### src/sv/vps_pkg.sv
// ----------------------------------------------------------------------------
// vps_pkg
// Shared types, constants and step tables of the vibration pattern sequencer.
// ----------------------------------------------------------------------------
package vps_pkg;

  localparam int TIME_BITS = 32;
  localparam int NOW_BITS  = 32;
  localparam int DUR_BITS  = 10;
  localparam int IDX_BITS  = 3;

  typedef enum logic [1:0] {
    FUNC_TICK  = 2'd0,
    FUNC_START = 2'd1,
    FUNC_STOP  = 2'd2
  } func_t;

  typedef struct packed {
    logic [1:0]           func;
    logic [1:0]           pattern_select;
    logic                 repeat_mode;
    logic [TIME_BITS-1:0] now;
  } item_t;

  typedef struct packed {
    logic                 is_active;
    logic                 repeat_flag;
    logic [1:0]           pattern_id;
    logic [IDX_BITS-1:0]  step_index;
    logic [TIME_BITS-1:0] deadline_ms;
    logic                 phase_on;
  } state_t;

  // Selector three falls back to pattern 0.
  function automatic logic [1:0] step_row(input logic [1:0] sel);
    logic [1:0] row;
    case (sel)
      2'd1:    row = 2'd1;
      2'd2:    row = 2'd2;
      default: row = 2'd0;
    endcase
    return row;
  endfunction

  function automatic logic [IDX_BITS-1:0] step_len(input logic [1:0] row);
    logic [IDX_BITS-1:0] len;
    case (row)
      2'd1:    len = IDX_BITS'(6);
      default: len = IDX_BITS'(4);
    endcase
    return len;
  endfunction

  function automatic logic [DUR_BITS-1:0] step_dur(input logic [1:0] row,
                                                   input logic [IDX_BITS-1:0] idx);
    logic [DUR_BITS-1:0] dur;
    case (row)
      2'd1: begin
        case (idx)
          3'd0, 3'd2, 3'd4: dur = DUR_BITS'(400);
          3'd1, 3'd3:       dur = DUR_BITS'(200);
          default:          dur = DUR_BITS'(800);
        endcase
      end
      2'd2: begin
        case (idx)
          3'd0, 3'd1, 3'd2: dur = DUR_BITS'(400);
          default:          dur = DUR_BITS'(800);
        endcase
      end
      default: begin
        case (idx)
          3'd0, 3'd1, 3'd2: dur = DUR_BITS'(200);
          default:          dur = DUR_BITS'(800);
        endcase
      end
    endcase
    return dur;
  endfunction

endpackage

### src/sv/vps_if.sv
// ----------------------------------------------------------------------------
// vps_in_if / vps_out_if
// Valid/ready channels for commands and results of the pattern sequencer.
// ----------------------------------------------------------------------------
interface vps_in_if;
  logic                        valid;
  logic                        ready;
  logic [1:0]                  func;
  logic [1:0]                  pattern_select;
  logic                        repeat_mode;
  logic [vps_pkg::NOW_BITS-1:0] now_ms;

  modport source (output valid, func, pattern_select, repeat_mode, now_ms, input ready);
  modport sink   (input valid, func, pattern_select, repeat_mode, now_ms, output ready);
endinterface

interface vps_out_if;
  logic valid;
  logic ready;
  logic motor_drive;
  logic running;

  modport source (output valid, motor_drive, running, input ready);
  modport sink   (input valid, motor_drive, running, output ready);
endinterface

### src/sv/vibration_pattern_sequencer_unit.sv
// ----------------------------------------------------------------------------
// vibration_pattern_sequencer_unit
// Vibration motor pattern sequencer with valid/ready command and result ports.
// ----------------------------------------------------------------------------
// Accepts one command transaction per clock while the result port is not
// stalled and returns exactly one result transaction per command: it is
// held in the input register, then the state and the result register update.
// The throughput of one item per cycle is set by the combinational next-state
// path (deadline compare, step-table lookup and deadline add). Results come
// back in command order; a stalled result port holds the result register and
// backs up into the input register before the command port deasserts ready.
module vibration_pattern_sequencer_unit (
  input  logic            clk,
  input  logic            rst,
  vps_in_if.sink          items,
  vps_out_if.source       results
);

  logic            s1_valid;
  vps_pkg::item_t  s1_item;
  vps_pkg::state_t state;
  vps_pkg::state_t state_next;
  logic            out_valid;
  logic            out_motor;
  logic            out_running;
  logic            advance;

  assign advance     = s1_valid && (!out_valid || results.ready);
  assign items.ready = !s1_valid || advance;

  always_ff @(posedge clk) begin
    if (rst) begin
      s1_valid <= 1'b0;
    end else if (items.ready) begin
      s1_valid <= items.valid;
    end
  end

  always_ff @(posedge clk) begin
    if (items.ready && items.valid) begin
      s1_item.func           <= items.func;
      s1_item.pattern_select <= items.pattern_select;
      s1_item.repeat_mode    <= items.repeat_mode;
      s1_item.now            <= vps_pkg::TIME_BITS'(items.now_ms);
    end
  end

  vps_step_logic u_step (
    .item       (s1_item),
    .state      (state),
    .state_next (state_next)
  );

  always_ff @(posedge clk) begin
    if (rst) begin
      state <= '0;
    end else if (advance) begin
      state <= state_next;
    end
  end

  always_ff @(posedge clk) begin
    if (rst) begin
      out_valid <= 1'b0;
    end else if (advance) begin
      out_valid <= 1'b1;
    end else if (results.ready) begin
      out_valid <= 1'b0;
    end
  end

  always_ff @(posedge clk) begin
    if (advance) begin
      out_motor   <= state_next.is_active & state_next.phase_on;
      out_running <= state_next.is_active;
    end
  end

  assign results.valid       = out_valid;
  assign results.motor_drive = out_motor;
  assign results.running     = out_running;

endmodule

### src/sv/vps_step_logic.sv
// ----------------------------------------------------------------------------
// vps_step_logic
// Next-state logic: applies one tick, start or stop command to the state.
// ----------------------------------------------------------------------------
module vps_step_logic (
  input  vps_pkg::item_t  item,
  input  vps_pkg::state_t state,
  output vps_pkg::state_t state_next
);

  logic [1:0]                       row;
  logic [vps_pkg::IDX_BITS-1:0]     len;
  logic [vps_pkg::IDX_BITS-1:0]     idx;
  logic [vps_pkg::IDX_BITS-1:0]     idx_inc;
  logic [vps_pkg::TIME_BITS-1:0]    dl_step;
  logic [vps_pkg::TIME_BITS-1:0]    dl_first;
  logic                             due;

  always_comb begin
    row      = vps_pkg::step_row(state.pattern_id);
    len      = vps_pkg::step_len(row);
    // Clamp a stray index to the last step of the pattern.
    idx      = (state.step_index >= len) ? len - 1'b1 : state.step_index;
    idx_inc  = idx + 1'b1;
    dl_step  = item.now + vps_pkg::TIME_BITS'(vps_pkg::step_dur(row, idx));
    dl_first = item.now + vps_pkg::TIME_BITS'(vps_pkg::step_dur(row, '0));
    due      = state.is_active && (item.now >= state.deadline_ms);

    state_next = state;
    case (item.func)
      vps_pkg::FUNC_TICK: begin
        if (due) begin
          state_next.step_index = idx_inc;
          if (idx_inc >= len) begin
            if (state.repeat_flag) begin
              // Wrap to the first step, back in the on phase.
              state_next.step_index  = '0;
              state_next.phase_on    = 1'b1;
              state_next.deadline_ms = dl_first;
            end else begin
              state_next.phase_on    = ~state.phase_on;
              state_next.deadline_ms = dl_step;
              state_next.is_active   = 1'b0;
            end
          end else begin
            state_next.phase_on    = ~state.phase_on;
            state_next.deadline_ms = dl_step;
          end
        end
      end
      vps_pkg::FUNC_START: begin
        state_next.is_active   = 1'b1;
        state_next.repeat_flag = item.repeat_mode;
        state_next.pattern_id  = item.pattern_select;
        state_next.step_index  = '0;
        state_next.phase_on    = 1'b1;
        state_next.deadline_ms = item.now;
      end
      vps_pkg::FUNC_STOP: begin
        // Phase holds; the motor is gated off by is_active.
        state_next.is_active = 1'b0;
      end
      default: begin
        state_next = state;
      end
    endcase
  end

endmodule

### src/flat_wrapper.sv
// flat-port wrapper written by rule: the top's interface ports become plain ports
module vibration_pattern_sequencer_unit_flat 
  (clk, rst, items_valid, items_func, items_pattern_select, items_repeat_mode, items_now_ms, items_ready, results_valid, results_motor_drive, results_running, results_ready);
  vps_in_if items_i ();
  vps_out_if results_i ();
  input  logic clk;
  input  logic rst;
  input wire logic [$bits(items_i.valid)-1:0] items_valid;
  input wire logic [$bits(items_i.func)-1:0] items_func;
  input wire logic [$bits(items_i.pattern_select)-1:0] items_pattern_select;
  input wire logic [$bits(items_i.repeat_mode)-1:0] items_repeat_mode;
  input wire logic [$bits(items_i.now_ms)-1:0] items_now_ms;
  output wire logic [$bits(items_i.ready)-1:0] items_ready;
  output wire logic [$bits(results_i.valid)-1:0] results_valid;
  output wire logic [$bits(results_i.motor_drive)-1:0] results_motor_drive;
  output wire logic [$bits(results_i.running)-1:0] results_running;
  input wire logic [$bits(results_i.ready)-1:0] results_ready;
  assign items_i.valid = items_valid;
  assign items_i.func = items_func;
  assign items_i.pattern_select = items_pattern_select;
  assign items_i.repeat_mode = items_repeat_mode;
  assign items_i.now_ms = items_now_ms;
  assign items_ready = items_i.ready;
  assign results_valid = results_i.valid;
  assign results_motor_drive = results_i.motor_drive;
  assign results_running = results_i.running;
  assign results_i.ready = results_ready;
  vibration_pattern_sequencer_unit u_core (.clk(clk), .rst(rst), .items(items_i), .results(results_i));
endmodule
### config.mk
export PLATFORM = sky130hd
export DESIGN_NAME = vibration_pattern_sequencer_unit_flat
export DESIGN_NICKNAME = d
export VERILOG_FILES = /design/src/sv/vps_pkg.sv /design/src/sv/vps_if.sv /design/src/sv/vibration_pattern_sequencer_unit.sv /design/src/sv/vps_step_logic.sv /design/src/flat_wrapper.sv
export SDC_FILE = /design/constraint.sdc
export NUM_CORES = 1
export LEC_CHECK = 0
export BUFFER_PORTS_ARGS = -buffer_cell sky130_fd_sc_hd__buf_2
export CELL_PAD_IN_SITES_DETAIL_PLACEMENT = 1
export CELL_PAD_IN_SITES_GLOBAL_PLACEMENT = 2
export CORE_AREA = 2 2 118 120
export DETAILED_ROUTE_END_ITERATION = 8
export DIE_AREA = 0 0 120 122
export PLACE_DENSITY = 0.85
export SYNTH_ARGS = -nofsm -noshare
export SYNTH_HDL_FRONTEND = slang
export SYNTH_SLANG_ARGS = --single-unit
### constraint.sdc
create_clock -name clk -period 8.4 [get_ports clk]
set_input_delay 1.26 -clock clk [delete_from_list [all_inputs] [get_ports clk]]
set_output_delay 1.26 -clock clk [all_outputs]
set_load 0.01 [all_outputs]
# Yosys cells after proc, flatten, opt, wreduce, memory -nomap -nowiden
# Index checks and enable logic that the tools add are counted.
[totals]
regBits = 81
in_bits = 41
output_inout_bits = 4
elab_cells = 71
[classes]
addsub = 4
n_lt_le_gt_ge = 3
n_eq_ne = 11
mux = 20
n_bitwise = 2
reduce_logical = 17
[ops]
columns = ["op", "n"]
rows = [
  ["$pmux 36 s2", 1],
  ["$mux 33", 2],
  ["$add 32x10->32", 2],
  ["$pmux 10 s2", 2],
  ["$mux 36", 1],
  ["$ge 32x32->1", 1],
  ["$mux 10", 2],
  ["$mux 3", 3],
  ["$mux 9", 1],
  ["$eq 2x1->1 const B", 3],
  ["$eq 2x2->1 const B", 3],
  ["$eq 3x2->1 const B", 2],
  ["$ge 3x3->1", 2],
  ["$reduce_or 3->1", 2],
  ["$mux 1", 5],
  ["$pmux 2 s2", 1],
  ["$reduce_bool 2->1", 2],
  ["$reduce_or 2->1", 2],
  ["$add 3x1->3 const B", 1],
  ["$eq 3x1->1 const B", 1],
  ["$eq 3x3->1 const B", 1],
  ["$logic_and 1x1->1", 3],
  ["$logic_not 3->1", 1],
  ["$pmux 1 s3", 1],
  ["other kinds (10)", 12],
]

# Depth between registers and ports, before layout
[depth]
depth_word = 16
ltp_mapped = 21
depth_no_buf = 20

# By module
# From an unflattened synthesis, not the netlist that was laid out.
[hier_totals]
hier_cells = 672
area_unflattened_um2 = 6140.9
[by_module_without_submodules]
columns = ["mod", "instances", "cells_each", "area_each_um2", "seq_area_each_um2"]
rows = [
  ["vibration_pattern_sequencer_unit", 1, 224, 3093.0, 2011.9],
  ["vps_step_logic", 1, 448, 3047.9, 0.0],
]

# Worst setup path before layout
# No wires, ideal clock.
[synth_path]
path_type = "register to register"
from = "reg u_core.state[37] (netlist name)"
to = "reg u_core.state[26] (netlist name)"
setup_ns = 0.119
arrival_ns = 3.729
required_ns = 8.281
setup_slack_ns = 4.552
stages_incl_launch_ff = 21
n_path_buf = 1
synth_period_minus_slack_ns = 3.848
path_cell_list = "dfxtp_1 > inv_1 > ha_1 > nand3b_1 > a21oi_1 > inv_1 > ha_1 > ha_1 > a21oi_1 > o21ai_0 > ha_1 > fa_1 > a211oi_1 > o21bai_1 > a31oi_1 > mux2i_1 > clkbuf_1 > nand4_1 > nor2b_1 > a211oi_1 > o221a_2"
[synth_via]
elab_chain_cells = 15
word_cells_on_any_way = 31
classes_between = "add/sub (4); order compare (2); eq/ne (8); mux (12); reduce/logical (5)"
[synth_lines]
columns = ["item", "line", "text"]
rows = [
  ["$eq 2x2->1 / $eq 2x1->1 (equally long branches)", "vps_pkg.sv:37", "case (sel)"],
  ["$pmux 2 s2 *", "vps_pkg.sv:37", ""],
  ["$eq 2x1->1", "vps_pkg.sv:47, vps_pkg.sv:57", ""],
  ["$mux 2", "vps_pkg.sv:47", "case (row)"],
  ["$sub 3x1->3 / $ge 3x3->1 (equally long branches)", "vps_step_logic.sv:23", "idx = (state.step_index >= len) ? len - 1'b1 : state.step_index;"],
  ["$mux 3", "vps_step_logic.sv:23", ""],
  ["$eq 3x2->1, or another cell as far along", "vps_pkg.sv:59, vps_pkg.sv:66, vps_pkg.sv:72", ""],
  ["$reduce_or 3->1, or another cell as far along", "vps_pkg.sv:59", "case (idx)"],
  ["$pmux 10 s2, or another cell as far along", "vps_pkg.sv:59", ""],
  ["$pmux 10 s2", "vps_pkg.sv:57", "case (row)"],
  ["$add 32x10->32", "vps_step_logic.sv:25", "dl_step = item.now + vps_pkg::TIME_BITS'(vps_pkg::step_dur(row, idx));"],
  ["$mux 33", "vps_step_logic.sv:35", "if (state.repeat_flag) begin"],
  ["$mux 33 *", "vps_step_logic.sv:34", "if (idx_inc >= len) begin"],
  ["$mux 36 *", "vps_step_logic.sv:32", "if (due) begin"],
  ["$pmux 36 s2 *", "vps_step_logic.sv:30", "case (item.func)"],
]
# Mark *: on every way between the ends. The rest lies on a longest branch, timed or not. The select of a mux whose other input is x is not followed.
# A chain may end at the register's enable or synchronous reset.

# Final worst setup path
[layout_path]
from = "reg u_core.state[37] (netlist name)"
to = "reg u_core.state[18] (netlist name)"
[layout_via]
elab_chain_cells = 15
word_cells_on_any_way = 31
classes_between = "add/sub (4); order compare (2); eq/ne (8); mux (12); reduce/logical (5)"
[layout_lines]
columns = ["item", "line"]
rows = [
  ["$eq 2x2->1 / $eq 2x1->1 (equally long branches)", "vps_pkg.sv:37"],
  ["$pmux 2 s2 *", "vps_pkg.sv:37"],
  ["$eq 2x1->1", "vps_pkg.sv:47, vps_pkg.sv:57"],
  ["$mux 2", "vps_pkg.sv:47"],
  ["$sub 3x1->3 / $ge 3x3->1 (equally long branches)", "vps_step_logic.sv:23"],
  ["$mux 3", "vps_step_logic.sv:23"],
  ["$eq 3x2->1, or another cell as far along", "vps_pkg.sv:59, vps_pkg.sv:66, vps_pkg.sv:72"],
  ["$reduce_or 3->1, or another cell as far along", "vps_pkg.sv:59"],
  ["$pmux 10 s2, or another cell as far along", "vps_pkg.sv:59"],
  ["$pmux 10 s2", "vps_pkg.sv:57"],
  ["$add 32x10->32", "vps_step_logic.sv:25"],
  ["$mux 33", "vps_step_logic.sv:35"],
  ["$mux 33 *", "vps_step_logic.sv:34"],
  ["$mux 36 *", "vps_step_logic.sv:32"],
  ["$pmux 36 s2 *", "vps_step_logic.sv:30"],
]
# Marks and branches as above.

==> run_results.csv <==
group,metric,value,unit
status,run_status,"completed",
sta,maxClockFrequency,204,MHz
floorplanning,core,13500,um^2
floorplanning,chipHeight,122,um
grt,grt_util_all_layers,20.4,%
routing,drt-vias-per-instance,5.52,
sta,setup_viol_count_final,0,
critical_path,timing.critical_path.from_type,"flop",
routing,route.final.wire_length,14200,um
routing,ant_nets_after_route,0,
clock_network,ctsLongestPathBuffers,2,
power_and_ir_drop,cellPowerDensity,169,nW/um^2
min_path,hold_path.class,"flop to flop",
critical_path,worst_path_dominant_cell_family,"compound AO/OA/AOI/OAI gates",
flow_run,maxCapViolations,0,
sta,worst_slack,3.49,ns
critical_path,critical_path.cell_chain,"inv_1 > ha_1 > nand3b_1 > a21oi_1 > inv_1 > ha_1 > ha_1 > a21oi_1 > o21ai_0 > or2_2 > ha_1 > o21ai_0 > o21bai_1 > a31oi_1 > mux2i_1 > and3_1 > and4_1 > nor3_1 > o221a_2",
grt,grt_max_degree,43,
yosys,synthFlopType,"sky130_fd_sc_hd__dfxtp_1",
floorplanning,top_level_ports,45,
critical_path,max_stage_delay,0.79,ns
sta,worstMarginPinSlew,1.09,ns
floorplanning,die_area,14600,um^2
clock_network,cts_tree,"done",
grt,vias_in_the_first_global_route,4485,
power_and_ir_drop,switchingPower,0.000268,W
cells_and_area,fill_cells,1572,
place,place.detailed.hpwl,10300,um
routing,initialDrtViolationCount,315,
critical_path,worst_ep_arrival_time,5.15,ns
yosys,post_synth_instance_area,5240,um^2
power_and_ir_drop,irDropWorstVdd,111,uV
yosys,synth_seq_area_share,38.4,%
yosys,avgSynthCellArea,9.30,um^2
clock_network,inserted_clock_buffers,9,
sta,finalHoldViolCount,0,
cells_and_area,post_route_cells_drive_above_1_share,14.7,%
power_and_ir_drop,power.leakage,2.17,nW
cells_and_area,num-nets-final,694,
place,portBuffers,44,
critical_path,critPathMostFrequentCell,"sky130_fd_sc_hd__ha_1",
clock_network,clock_sinks,81,
power_and_ir_drop,p_clk_share,41.7,%
floorplanning,start_util,38.8,%
sta,setup_repair_after_global_routing_missed_its_margin,"no",
sta,fin_worst_skew,0.0101,ns
clock_network,worst_setup_hold_path_clk_slew,0.07,ns
floorplanning,rows,43,
yosys,yosys.cell_types.count,63,
floorplanning,die_width,120,um
yosys,postSynthNetCount,658,
power_and_ir_drop,p_sw_share,26.9,%
routing,detailroute.via_count,4324,
sta,worst_slew_margin_rel,27.5,%
critical_path,required,8.64,ns
grt,grt_first_pass_wirelength,23200,um
critical_path,critical_path_buf_inv_count,2,
cells_and_area,area_delta_synth_final,12.5,%
routing,drc_errors,0,
clock_network,cts-resized-gates,0,
clock_network,h-tree-depth,3,
clock_network,worst_skew_pair.late_latency,0.35,ns
yosys,yosys_warnings,0,
routing,drt-wirelength-per-cell,18.1,um
grt,initial_antenna_violation_count,0,
place,gp_congestion,0.852,
grt,grt_overflow_total,0,
clock_network,clockRootBuffer,"sky130_fd_sc_hd__clkbuf_16",
clock_network,cts.repair_timing.setup_buffer_count,0,
sta,final.period_utilization,58.5,%
clock_network,cts.hold.buffers_added,0,
power_and_ir_drop,share_seq_of_total_power,45.7,%
critical_path,path_class,"flop to flop",
yosys,synth_cells,563,
power_and_ir_drop,internal_power,0.000727,W
cells_and_area,ff_latch_area,2010,um^2
yosys,post_synth_edffs,39,
cells_and_area,multi_input_area,2920,um^2
sta,report.final.slew_viol_count,0,
place,pre_cts_slack,3.52,ns
critical_path,worstSetupEndpointType,"flop",
cells_and_area,n_antenna_cell,0,
yosys,async_flop_share,0,%
critical_path,critical-path-slowest-cell,"sky130_fd_sc_hd__mux2i_1",
sta,final.min_clock_period,4.91,ns
sta,setup-tns-final,0,ns
power_and_ir_drop,comb_power_share,12.6,%
routing,router_iterations_before_antenna_repair,4,
critical_path,crit_path_max_fanout,11,
yosys,ys_ff_latch,81,
## through the flow
| stage | util, % | power (W) | instance area (um^2) | std cells | hold WS (ns) |
|---|---|---|---|---|---|
| 4_1_cts | 43.6 | 0.00101 | 5890 | 784 | 0.490 |
| 6_report | 43.6 | 0.000994 | 5890 | 784 | 0.492 |
| 2_1_floorplan | - | 0.000545 | 5240 | 563 | 0.450 |
| 5_1_grt | 43.6 | 0.00104 | 5890 | 784 | 0.515 |
| 3_5_place_dp | 41.4 | 0.000589 | 5580 | 768 | 0.480 |
| 3_3_place_gp | 41.4 | 0.000583 | 5580 | 768 | 0.469 |
## worst paths after layout
path	end	slack, ns	cells past startpoint	start
min	u_core.state[22]$_SDFFE_PP0P_	0.49	2	u_core.state[22]$_SDFFE_PP0P_
max	u_core.state[18]$_SDFFE_PP0P_	3.49	19	u_core.state[37]$_SDFFE_PP0P_
min reg2reg	u_core.state[22]$_SDFFE_PP0P_	0.49	2	u_core.state[22]$_SDFFE_PP0P_
max reg2reg	u_core.state[18]$_SDFFE_PP0P_	3.49	19	u_core.state[37]$_SDFFE_PP0P_
## worst register-to-register path, delay by kind of cell (launching register included)
family | cells | cell delay (ns)
muxes | 1 | 0.79
buffers and inverters | 2 | 0.22
adders and majority gates | 4 | 1.01
DFF | 1 | 0.33
and+or+nand+nor | 5 | 1.05
AOI/OAI and AO/OA | 7 | 1.39
## power by group through the flow
| stage | registers, W | clock network [W] | logic (W) |
|---|---|---|---|
| after global placement | 0.000462 | 0 | 0.000121 |
| final | 0.000454 | 0.000415 | 0.000125 |
| after global routing | 0.000458 | 0.000440 | 0.000142 |
| after CTS | 0.000455 | 0.000424 | 0.000127 |
| after detailed placement | 0.000463 | 0 | 0.000126 |
| after floorplan | 0.000456 | 0 | 0.0000897 |
## cells in the mapped netlist, types with 3 or more instances
cell type                  number  share of area [%]
sky130_fd_sc_hd__nor2_1        60                4.3
sky130_fd_sc_hd__nor3_1         8               0.76
sky130_fd_sc_hd__a311oi_1       6                1.0
sky130_fd_sc_hd__buf_4          4               0.57
sky130_fd_sc_hd__o21ai_0       25                2.4
sky130_fd_sc_hd__inv_1         49                3.5
sky130_fd_sc_hd__a22oi_1        7                1.0
sky130_fd_sc_hd__mux2i_1        6                1.1
sky130_fd_sc_hd__and3b_1        3               0.50
sky130_fd_sc_hd__buf_6          3               0.65
sky130_fd_sc_hd__and4_1         3               0.50
sky130_fd_sc_hd__buf_2          3               0.29
sky130_fd_sc_hd__clkbuf_1      12               0.86
sky130_fd_sc_hd__and2_1         3               0.36
sky130_fd_sc_hd__nand2b_1       8               0.96
sky130_fd_sc_hd__nand3_1        7               0.67
sky130_fd_sc_hd__nand4_1       15                1.8
sky130_fd_sc_hd__nand3b_1       4               0.57
sky130_fd_sc_hd__dfxtp_1       42                 16
sky130_fd_sc_hd__nor2b_1        6               0.72
sky130_fd_sc_hd__nand2_1       58                4.2
sky130_fd_sc_hd__a211oi_2       7                1.7
sky130_fd_sc_hd__a21oi_1       35                3.3
sky130_fd_sc_hd__a31oi_1        3               0.36
sky130_fd_sc_hd__o211a_1        3               0.57
sky130_fd_sc_hd__o31ai_1        3               0.43
sky130_fd_sc_hd__a311oi_2       9                2.6
sky130_fd_sc_hd__a211oi_1      10                1.4
sky130_fd_sc_hd__xnor2_1       16                2.7
sky130_fd_sc_hd__and3_1         3               0.36
sky130_fd_sc_hd__edfxtp_1      39                 22
sky130_fd_sc_hd__a21o_1         8                1.1
sky130_fd_sc_hd__ha_1          52                 12
## layout by cell type, fill, tap and decap left out, types with 10 or more instances in the layout
master                     count
sky130_fd_sc_hd__a211oi_1     10
sky130_fd_sc_hd__a21oi_1      35
sky130_fd_sc_hd__buf_2        44
sky130_fd_sc_hd__dfxtp_1      42
sky130_fd_sc_hd__edfxtp_1     39
sky130_fd_sc_hd__ha_1         52
sky130_fd_sc_hd__inv_1        49
sky130_fd_sc_hd__nand2_1      58
sky130_fd_sc_hd__nand4_1      15
sky130_fd_sc_hd__nor2_1       60
sky130_fd_sc_hd__o21ai_0      25
sky130_fd_sc_hd__xnor2_1      16
## flip-flops by register name, indices dropped and copies added (netlist names)
| register | flops |
|---|---|
| u_core.results.running | 1 |
| u_core.results.motor_drive | 1 |
| u_core.s1_valid | 1 |
| u_core.s1_item | 37 |
| u_core.state | 40 |
| u_core.results.valid | 1 |
## kinds of logic after synthesis
family | synth area share, %
AND/OR/NAND/NOR | 17.4
AO/OA/AOI/OAI | 21.0
flip-flops | 38.4
buffers and inverters | 5.88
adder cells (fa/ha/maj) | 13.2
XOR/XNOR | 3.01
multiplexers | 1.15
## layer usage
metal	up-vias	wire length, um	GRT usage [%]
met5	-	0	0
met4	0	249	6.32
met3	14	515	3.56
met2	59	6960	34.9
met1	2127	6510	26.3
li1	2124	-	-
## area by class of cell
type | instances | share of cell area (%)
well taps | 180 | 3.82
clock inverters | 5 | 1.08
multi-input cells | 411 | 49.6
inverters | 49 | 3.12
clock buffers | 11 | 4.12
repair buffers | 47 | 4.12
flip-flops and latches | 81 | 34.2
Note: power is estimated with default switching activity, not from simulation.
